**config.mk**
```make
export PLATFORM = sky130hd
export DESIGN_NAME = gcbt_ctrl
export DESIGN_NICKNAME = d
export VERILOG_FILES = /design/src/rtl/core/gcbt_pkg.sv /design/src/rtl/core/gcbt_ctrl.sv
export SDC_FILE = /design/constraint.sdc
export NUM_CORES = 1
export LEC_CHECK = 0
export ABC_AREA = 1
export BUFFER_PORTS_ARGS = -buffer_cell sky130_fd_sc_hd__buf_2
export CAP_MARGIN = 20
export CORE_AREA = 2 2 39 41
export CTS_BUF_LIST = sky130_fd_sc_hd__clkbuf_8
export DETAILED_ROUTE_END_ITERATION = 16
export DIE_AREA = 0 0 41 43
export GPL_TIMING_DRIVEN = 0
export PLACE_DENSITY = 0.46
export REMOVE_ABC_BUFFERS = 1
export SYNTH_ARGS = -nofsm -noshare
export SYNTH_HDL_FRONTEND = slang
export SYNTH_SLANG_ARGS = --single-unit
```
**constraint.sdc**
```tcl
create_clock -name clk -period 1 [get_ports clk]
set_clock_uncertainty 0.05 [all_clocks]
set_input_delay 0 -clock clk [delete_from_list [all_inputs] [get_ports clk]]
set_output_delay 0 -clock clk [all_outputs]
set_load 0.01 [all_outputs]
```
**src/rtl/core/gcbt_pkg.sv**
```systemverilog
// Package for the grid cell binning table.
// Holds function, status, register and phase codes and the shared structs.
package gcbt_pkg;
    localparam logic [1:0] FUNC_INSERT = 2'd0;
    localparam logic [1:0] FUNC_MOVE   = 2'd1;
    localparam logic [1:0] FUNC_READ   = 2'd2;

    localparam logic [1:0] ST_OK      = 2'd0;
    localparam logic [1:0] ST_FULL    = 2'd1;
    localparam logic [1:0] ST_OUTSIDE = 2'd2;
    localparam logic [1:0] ST_STALE   = 2'd3;

    localparam logic [1:0] REG_CELL_SIZE    = 2'd0;
    localparam logic [1:0] REG_COLUMN_COUNT = 2'd1;
    localparam logic [1:0] REG_ROW_COUNT    = 2'd2;

    localparam logic [2:0] PH_IDLE = 3'd0;
    localparam logic [2:0] PH_DIV  = 3'd1;
    localparam logic [2:0] PH_P1   = 3'd2;
    localparam logic [2:0] PH_P2   = 3'd3;
    localparam logic [2:0] PH_P3   = 3'd4;
    localparam logic [2:0] PH_P4   = 3'd5;
    localparam logic [2:0] PH_OUT  = 3'd6;

    typedef struct packed {
        logic [7:0] cell_now;
        logic [3:0] slot_now;
        logic [5:0] member_id;
        logic [4:0] fill;
        logic       moved;
        logic [1:0] status;
    } result_t;

    typedef struct packed {
        logic [1:0]  func;
        logic [5:0]  particle_id;
        logic [11:0] pos_x;
        logic [11:0] pos_y;
        logic [7:0]  read_cell;
        logic [3:0]  read_slot;
    } item_t;

    typedef struct packed {
        logic       load;
        logic [2:0] phase;
    } dp_cmd_t;

    typedef struct packed {
        logic div_done;
        logic clearing;
    } dp_stat_t;
endpackage

```
**src/rtl/core/gcbt_ctrl.sv**
```systemverilog
// Controller state machine for the grid cell binning table.
// Sequences load, divide, memory and output phases; depends on gcbt_pkg.
module gcbt_ctrl
(
    input  logic               clk,
    input  logic               rst_n,
    input  logic               in_valid,
    output logic               in_ready,
    output logic               out_valid,
    input  logic               out_ready,
    output gcbt_pkg::dp_cmd_t  cmd,
    input  gcbt_pkg::dp_stat_t stat
);
    import gcbt_pkg::*;

    localparam logic [2:0] S_IDLE = PH_IDLE;
    localparam logic [2:0] S_DIV  = PH_DIV;
    localparam logic [2:0] S_P1   = PH_P1;
    localparam logic [2:0] S_P2   = PH_P2;
    localparam logic [2:0] S_P3   = PH_P3;
    localparam logic [2:0] S_P4   = PH_P4;
    localparam logic [2:0] S_OUT  = PH_OUT;

    logic [2:0] state_reg, state_next;

    always_comb
    begin
        state_next = state_reg;
        unique case (state_reg)
            S_IDLE: if (in_valid && in_ready) state_next = S_DIV;
            S_DIV:  if (stat.div_done) state_next = S_P1;
            S_P1:   state_next = S_P2;
            S_P2:   state_next = S_P3;
            S_P3:   state_next = S_P4;
            S_P4:   state_next = S_OUT;
            S_OUT:  if (out_ready) state_next = S_IDLE;
            default: state_next = S_IDLE;
        endcase
    end

    always_ff @(posedge clk or negedge rst_n)
    begin
        if (!rst_n)
            state_reg <= S_IDLE;
        else
            state_reg <= state_next;
    end

    assign in_ready      = (state_reg == S_IDLE) && !stat.clearing;
    assign out_valid     = (state_reg == S_OUT);
    assign cmd.load      = in_valid && in_ready;
    assign cmd.phase     = state_reg;
endmodule

```
---- Word level (Yosys, flattened, before mapping) ----
Index checks and enable logic that the tools add are counted.
operators by class
  eq/ne operators ......................... 9
  muxes and demuxes ....................... 4
  reduce and logical (&&, ||, !) cells .... 5
operator list
  cell                                                              count
  3-bit one-hot mux with 7 select lines                             1
  3-bit == test (second input constant)                             3
  3-bit 2-to-1 mux                                                  3
  3-bit by 2-bit == test with 1-bit output (second input constant)  2
  2-bit != test (second input constant)                             2
  3-bit by 1-bit == test with 1-bit output (second input constant)  1
  3-bit logical NOT                                                 1
  3-bit AND reduction                                               1
  1-bit logical AND                                                 2
  2-bit by 1-bit != test with 1-bit output (second input constant)  1
  1-bit logical NOT                                                 1
word-level totals
  register bits after elaboration ......... 3
  bits of input ports ..................... 6
  output and inout port bits .............. 6
  word-level logic and storage cells ...... 19

---- Longest topological paths before layout ----
Gate-level depths: netlist of run 1.
  depth in word-level cells ............... 5
  gate-level depth with buffers ........... 6
  mapped depth without buffers ............ 6

---- Least setup slack after synthesis of run 1 ----
Ideal clock, no wire load.
  path type ............................... register to register
  start ................................... reg state_reg[0]
  end ..................................... reg state_reg[0]
  setup time .............................. 118 ps
  data arrival time ....................... 879 ps
  required time ........................... 832 ps
  setup slack ............................. -47 ps
  cell stages (with the launch flop) ...... 5
  path buffers ............................ 0
  period minus slack after synthesis ...... 1047 ps
  cell sequence ........................... dfrtp_1 -> nor2_1 -> o211ai_1 -> nand3_1 -> nand2_1
on the way
  cells in the longest elaborated chain, start to end .. 5
  elaborated cells between the ends (all ways) .. 14
  those cells by class .................... 9 x eq/ne; 1 x mux; 4 x reduce/logical
RTL lines
  what                                  RTL line                          source
  start, declared                       gcbt_ctrl.sv:24                   logic [2:0] state_reg, state_next;
  start signal, assigned                gcbt_ctrl.sv:46                   state_reg <= state_next;
  3-bit logical NOT                     gcbt_ctrl.sv:29, gcbt_ctrl.sv:49
  1-bit logical AND                     gcbt_ctrl.sv:49                   assign in_ready = (state_reg == S_IDLE) && !stat.clearing;
  1-bit logical AND                     gcbt_ctrl.sv:30                   S_IDLE: if (in_valid && in_ready) state_next = S_DIV;
  2-bit != test (no source line)        n/a
  3-bit AND reduction (no source line)  n/a
Parallel ways exist; a longest one is shown, timed or not.
A chain may end at the register's enable or synchronous reset.

---- Worst setup path after layout of run 1 ----
  start ................................... reg state_reg[0]
  end ..................................... reg state_reg[1]
Same word-level chain as after synthesis.

==> results of run 1 <==
[synthesized netlist by cell type]
cell type / instances
nand3_1: 2
a21oi_1: 1
o211ai_1: 1
nor3_2: 1
nor2_2: 2
inv_1: 6
nor2_1: 4
dfrtp_1: 3
nand2_2: 1
nor3_1: 1
nand2_1: 10
[final timing paths]
| path | depth (start not counted) | end | start |
|---|---|---|---|
| max | 5 | state_reg[1]$_DFFE_PN0P_ | state_reg[0]$_DFFE_PN0P_ |
| min | 4 | state_reg[2]$_DFFE_PN0P_ | out_ready |
| max reg2reg | 5 | state_reg[1]$_DFFE_PN0P_ | state_reg[0]$_DFFE_PN0P_ |
| min reg2reg | 3 | state_reg[0]$_DFFE_PN0P_ | state_reg[0]$_DFFE_PN0P_ |
| max in group asynchronous | 2 | state_reg[1]$_DFFE_PN0P_ | rst_n |
| min in group asynchronous | 2 | state_reg[0]$_DFFE_PN0P_ | rst_n |
[layer usage]
metal | track usage | vias to the layer above
met3 | 0.0157 | 0
li1 | - | 138
met2 | 0.106 | 7
met5 | 0 | -
met4 | 0.0800 | 0
met1 | 0.0877 | 111
[per-stage QoR]
stage          setup slack, ps  hold WS, ps  utilization  std cells
6_report                  -128         34.2        0.292         69
5_1_grt                   -199         52.0        0.292         69
4_1_cts                   -132         36.2        0.287         68
3_5_place_dp              -119         -251        0.203         59
3_3_place_gp              -116         -251        0.203         59
2_1_floorplan            -46.6         -346            -         32
[worst register-to-register path: stages (launching register included)]
cell and delay, ps:
dfrtp_2 430, buf_4 150, nor3_4 200, nor2_2 60
nand3_1 70, nand2_1 60
[repair_timing]
item                       4_1_cts  5_1_grt
buffers inserted                 4        1
pin swaps                        2        1
gates resized for setup         10        0
setup endpoints to repair        5        8
hold endpoints to repair         3        0
hold buffers                     1        0
[kinds of logic after synthesis]
group / count (synthesis)
AOI/OAI and AO/OA: 2
buffers and inverters: 6
DFF: 3
and+or+nand+nor: 21
[final cells by class]
class                      instances  area [sq um]
tap                               16          20.0
fill                             156           980
clock inverter                     1          3.75
clock buffer                       3          41.3
inverter                           6          22.5
multi-input combinational         23           135
sequential                         3          78.8
timing repair buffer              17           103
[report_power, final]
part           internal [uW]  switching [uW]
clock                    261            76.9
sequential               201             108
combinational            349             379
[cell usage in the layout, fill, tap and decap left out, drive strengths merged]
| master | instances |
|---|---|
| nor3 | 2 |
| nor2 | 6 |
| a21oi | 1 |
| nand2 | 11 |
| buf | 16 |
| nand3 | 2 |
| inv | 7 |
| clkbuf | 3 |
| dfrtp | 3 |
| dlygate4sd3 | 1 |
| o211ai | 1 |
==> impl_metrics.toml, run 1 <==
[outcome]
status = "finished with violations"
violations = "setup timing"

[min_path]
hold_path.class = "input port to register"

[detailed_routing]
wl_met1_um = 238
drt_wl_total_um = 556
drt_drc_violations_left = 0
vias = 256
wl_met2_um = 285
vias_per_cell = 3.71
antenna_left = 0
top_layer = "met3"
drt_iter0_markers = 3
wire_per_inst_um = 8.06
first_pass_iters = 2
dr_wl_met3_um = 32

[cts]
cts.sinks = 3
cts_tree = "done"
numCtsBuffers = 3
htree_levels = 1
clk_pin_slew_ps = 30
clock_path_buffers = 2
worstSkewPairLatency_ps = 210
clockRootBuffer = "clkbuf_8"

[floorplan]
initial_utilization = 0.149
die-area_sq_um = 1760
fp.dieW_um = 41
die_h_um = 43
coreArea_sq_um = 1380
io_pins = 12
rows = 14

[timing]
layout_setup_ws_ps = -128
hold_viol = 0
relSlewSlack = 0.857
slew_violations = 0
layout_min_cycle_time_ps = 1130
rsz0062_at_grt = "true"
fin_tns_setup_ps = -584
period_share = 1.13
worst_pin_slew_ps = 213
clock.fmax_mhz = 886
setup_viol = 6

[critical_path]
critical_path.max_fanout = 4
worstPathRequired_ps = 1050
crit_chain = "buf_4 -> nor3_4 -> nor2_2 -> nand3_1 -> nand2_1"
cp_top_family = "flip-flops"
cp.arrival_ps = 1170
critPathSlowestCell = "dfrtp_2"
crit_type = "register to register"
r2r_slack_ps = -130
path_buf_inv = 1
cp-end-kind = "register"
cp-start-kind = "register"
slowest_delay_ps = 430

[cells_and_area]
layout-drive-gt1-share = 0.566
layout.nets = 60
largest_reg_flops = 3
syn2layout_area_growth_pct = 95.8
final_area_sq_um = 404
diodes = 0

[grt]
grtUsageTotal = 0.0765
grt_pass1_vias = 235
antenna_found_initial = 0
grt_max_degree = 6
gr-total-overflow = 0
grt_pass1_wl_um = 855

[placed_design]
dpl.hpwl_um = 388
placed_cell_area_sq_um = 282
port_buffers = 11
gp_congestion = 0.662

[synthesis]
synthSimpleGateAreaFrac = 0.467
synthAdderAreaFrac = 0
synth.largest_area_cell = "dfrtp_1"
synth_area_sq_um = 206
ys_types = 11
synth_top_area_frac = 0.364
syn_area_per_cell_sq_um = 6.45
yosys_warnings = 0
synth_mux_area_frac = 0
synth-xor-area-share = 0
synth-seq-area-share = 0.364
synth_top_family_by_area = "simple AND/OR/NAND/NOR gates"
synth_area_leaders = "dfrtp_1 (36%), nand2_1 (18%), inv_1 (11%)"
ys_ff_latch = 3
synth_compound_area_frac = 0.0606
synthCells = 32

[pwr]
power_density_nw_per_um2 = 3400
power_uw = 1370
peakVddDrop_v = 0.00113
leakagePower_uw = 0.000226

[run]
cap_violations = 0
No activity file was read; power rests on OpenSTA's default activity.
==> run 2, diff against run 1 <==
--- a/config.mk
+++ b/config.mk
@@ -15,6 +15,7 @@
 export GPL_TIMING_DRIVEN = 0
 export PLACE_DENSITY = 0.46
 export REMOVE_ABC_BUFFERS = 1
+export SETUP_SLACK_MARGIN = 0.3
 export SYNTH_ARGS = -nofsm -noshare
 export SYNTH_HDL_FRONTEND = slang
 export SYNTH_SLANG_ARGS = --single-unit
==> impl_metrics.toml, run 2 (synthesis results as in run 1) <==
[cts]
cts_tree = "done"
clk_pin_slew_ps = 30
clock_path_buffers = 2
worstSkewPairLatency_ps = 210
htree_levels = 1
cts.sinks = 3
clockRootBuffer = "clkbuf_8"
numCtsBuffers = 3

[floorplan]
fp.dieW_um = 41
coreArea_sq_um = 1380
io_pins = 12
rows = 14
initial_utilization = 0.149
die_h_um = 43
die-area_sq_um = 1760

[critical_path]
worstPathRequired_ps = 1040
cp-start-kind = "register"
critPathSlowestCell = "dfrtp_2"
cp.arrival_ps = 1190
cp-end-kind = "register"
crit_type = "register to register"
critical_path.max_fanout = 4
slowest_delay_ps = 430
crit_chain = "buf_4 -> nor3_4 -> nor2_2 -> nand3_1 -> nand2_1"

[cells_and_area]
final_common_cell = "buf_2"
largest_reg_flops = 3
regArea_sq_um = 78.8
final_area_sq_um = 418
layout.nets = 61
multiInputGateArea_sq_um = 135
syn2layout_area_growth_pct = 102
layout_common_cells = "buf_2 (10), nand2_1 (9), inv_1 (6), buf_4 (6)"
diodes = 0
layout-drive-gt1-share = 0.574
fillerInstances = 156
fin_cells = 70

[timing]
worst_pin_slew_ps = 212
setup_viol = 6
slew_violations = 0
period_share = 1.14
rsz0062_at_grt = "true"
layout_setup_ws_ps = -141
relSlewSlack = 0.858
hold_viol = 0
layout_min_cycle_time_ps = 1140
clock.fmax_mhz = 876

[placed_design]
dp.cells = 59
gp_congestion = 0.662
dpl.hpwl_um = 388
placed_cell_area_sq_um = 282
port_buffers = 11

[detailed_routing]
wire_per_inst_um = 8.73
drt_iter0_markers = 2
first_pass_iters = 4
vias = 273
drt_drc_violations_left = 0
vias_per_cell = 3.90
antenna_left = 0
drt_wl_total_um = 611

[grt]
grt_pass1_vias = 259
gr-total-overflow = 0
grt_max_degree = 6
antenna_found_initial = 0
grtUsageTotal = 0.0836
grt_pass1_wl_um = 938

[pwr]
power_uw = 1450
peakVddDrop_v = 0.00117
power_density_nw_per_um2 = 3460
leakagePower_uw = 0.000233

[outcome]
violations = "setup timing"
status = "finished with violations"

[min_path]
hold_path.class = "input port to register"

[run]
cap_violations = 0
-- run 2: changes by cell type in the layout (fill, tap and decap cells not counted) --
cell | previous run | this run
buf_6 | 0 | 1
buf_4 | 5 | 6
buf_2 | 11 | 10
-- run 2: stage by stage --
stage	setup slack (ps)	util	setup TNS (ps)	hold slack, ps
after floorplan	-46.6	-	-122	-346
after global placement	-116	0.203	-271	-251
after detailed placement	-119	0.203	-270	-251
after CTS	-132	0.297	-525	36.2
after global routing	-202	0.302	-957	52.0
final	-141	0.302	-639	33.0
-- run 2: repair_timing --
action | in CTS | in global routing
endpoints found under the setup margin | 9 | 9
resized for setup | 11 | 0
hold endpoints to repair | 3 | 0
hold buffers | 1 | 0
buffers inserted | 5 | 1
pin swaps | 2 | 1
-- run 2: final timing paths --
check,slack [ps],to,cells after the start,from
max in group asynchronous,730,state_reg[1]$_DFFE_PN0P_,2,rst_n
setup reg to reg,-140,state_reg[1]$_DFFE_PN0P_,5,state_reg[0]$_DFFE_PN0P_
min in group asynchronous,60,state_reg[0]$_DFFE_PN0P_,2,rst_n
setup / recovery,-140,state_reg[1]$_DFFE_PN0P_,5,state_reg[0]$_DFFE_PN0P_
hold / removal,30,state_reg[2]$_DFFE_PN0P_,4,out_ready
hold reg to reg,570,state_reg[0]$_DFFE_PN0P_,3,state_reg[0]$_DFFE_PN0P_
-- run 2: worst max-delay path, delay by kind of cell, from the launching register on --
| kind | cells | cell delay (ps) |
|---|---|---|
| DFF | 1 | 430 |
| and+or+nand+nor | 4 | 390 |
| buffers and inverters | 1 | 150 |
-- run 2: cell type report --
type,instances,share of cell area
Multi-Input combinational cell,23,0.323
Tap cell,16,0.0479
Clock buffer,3,0.0988
Sequential cell,3,0.189
Inverter,6,0.0539
Timing Repair Buffer,18,0.278
Clock inverter,1,0.00898
-- run 2: per-layer routing --
metal | share of wire | global-route usage
met1 | 0.39 | 0.0812
met2 | 0.56 | 0.134
met3 | 0.049 | 0.0157
met4 | 0 | 0.0800
met5 | 0 | 0
-- run 2: power breakdown --
group	total, uW	switching (uW)	internal [uW]
Sequential	306	106	201
Clock	338	76.9	261
Combinational	801	404	397
Total	1450	587	859
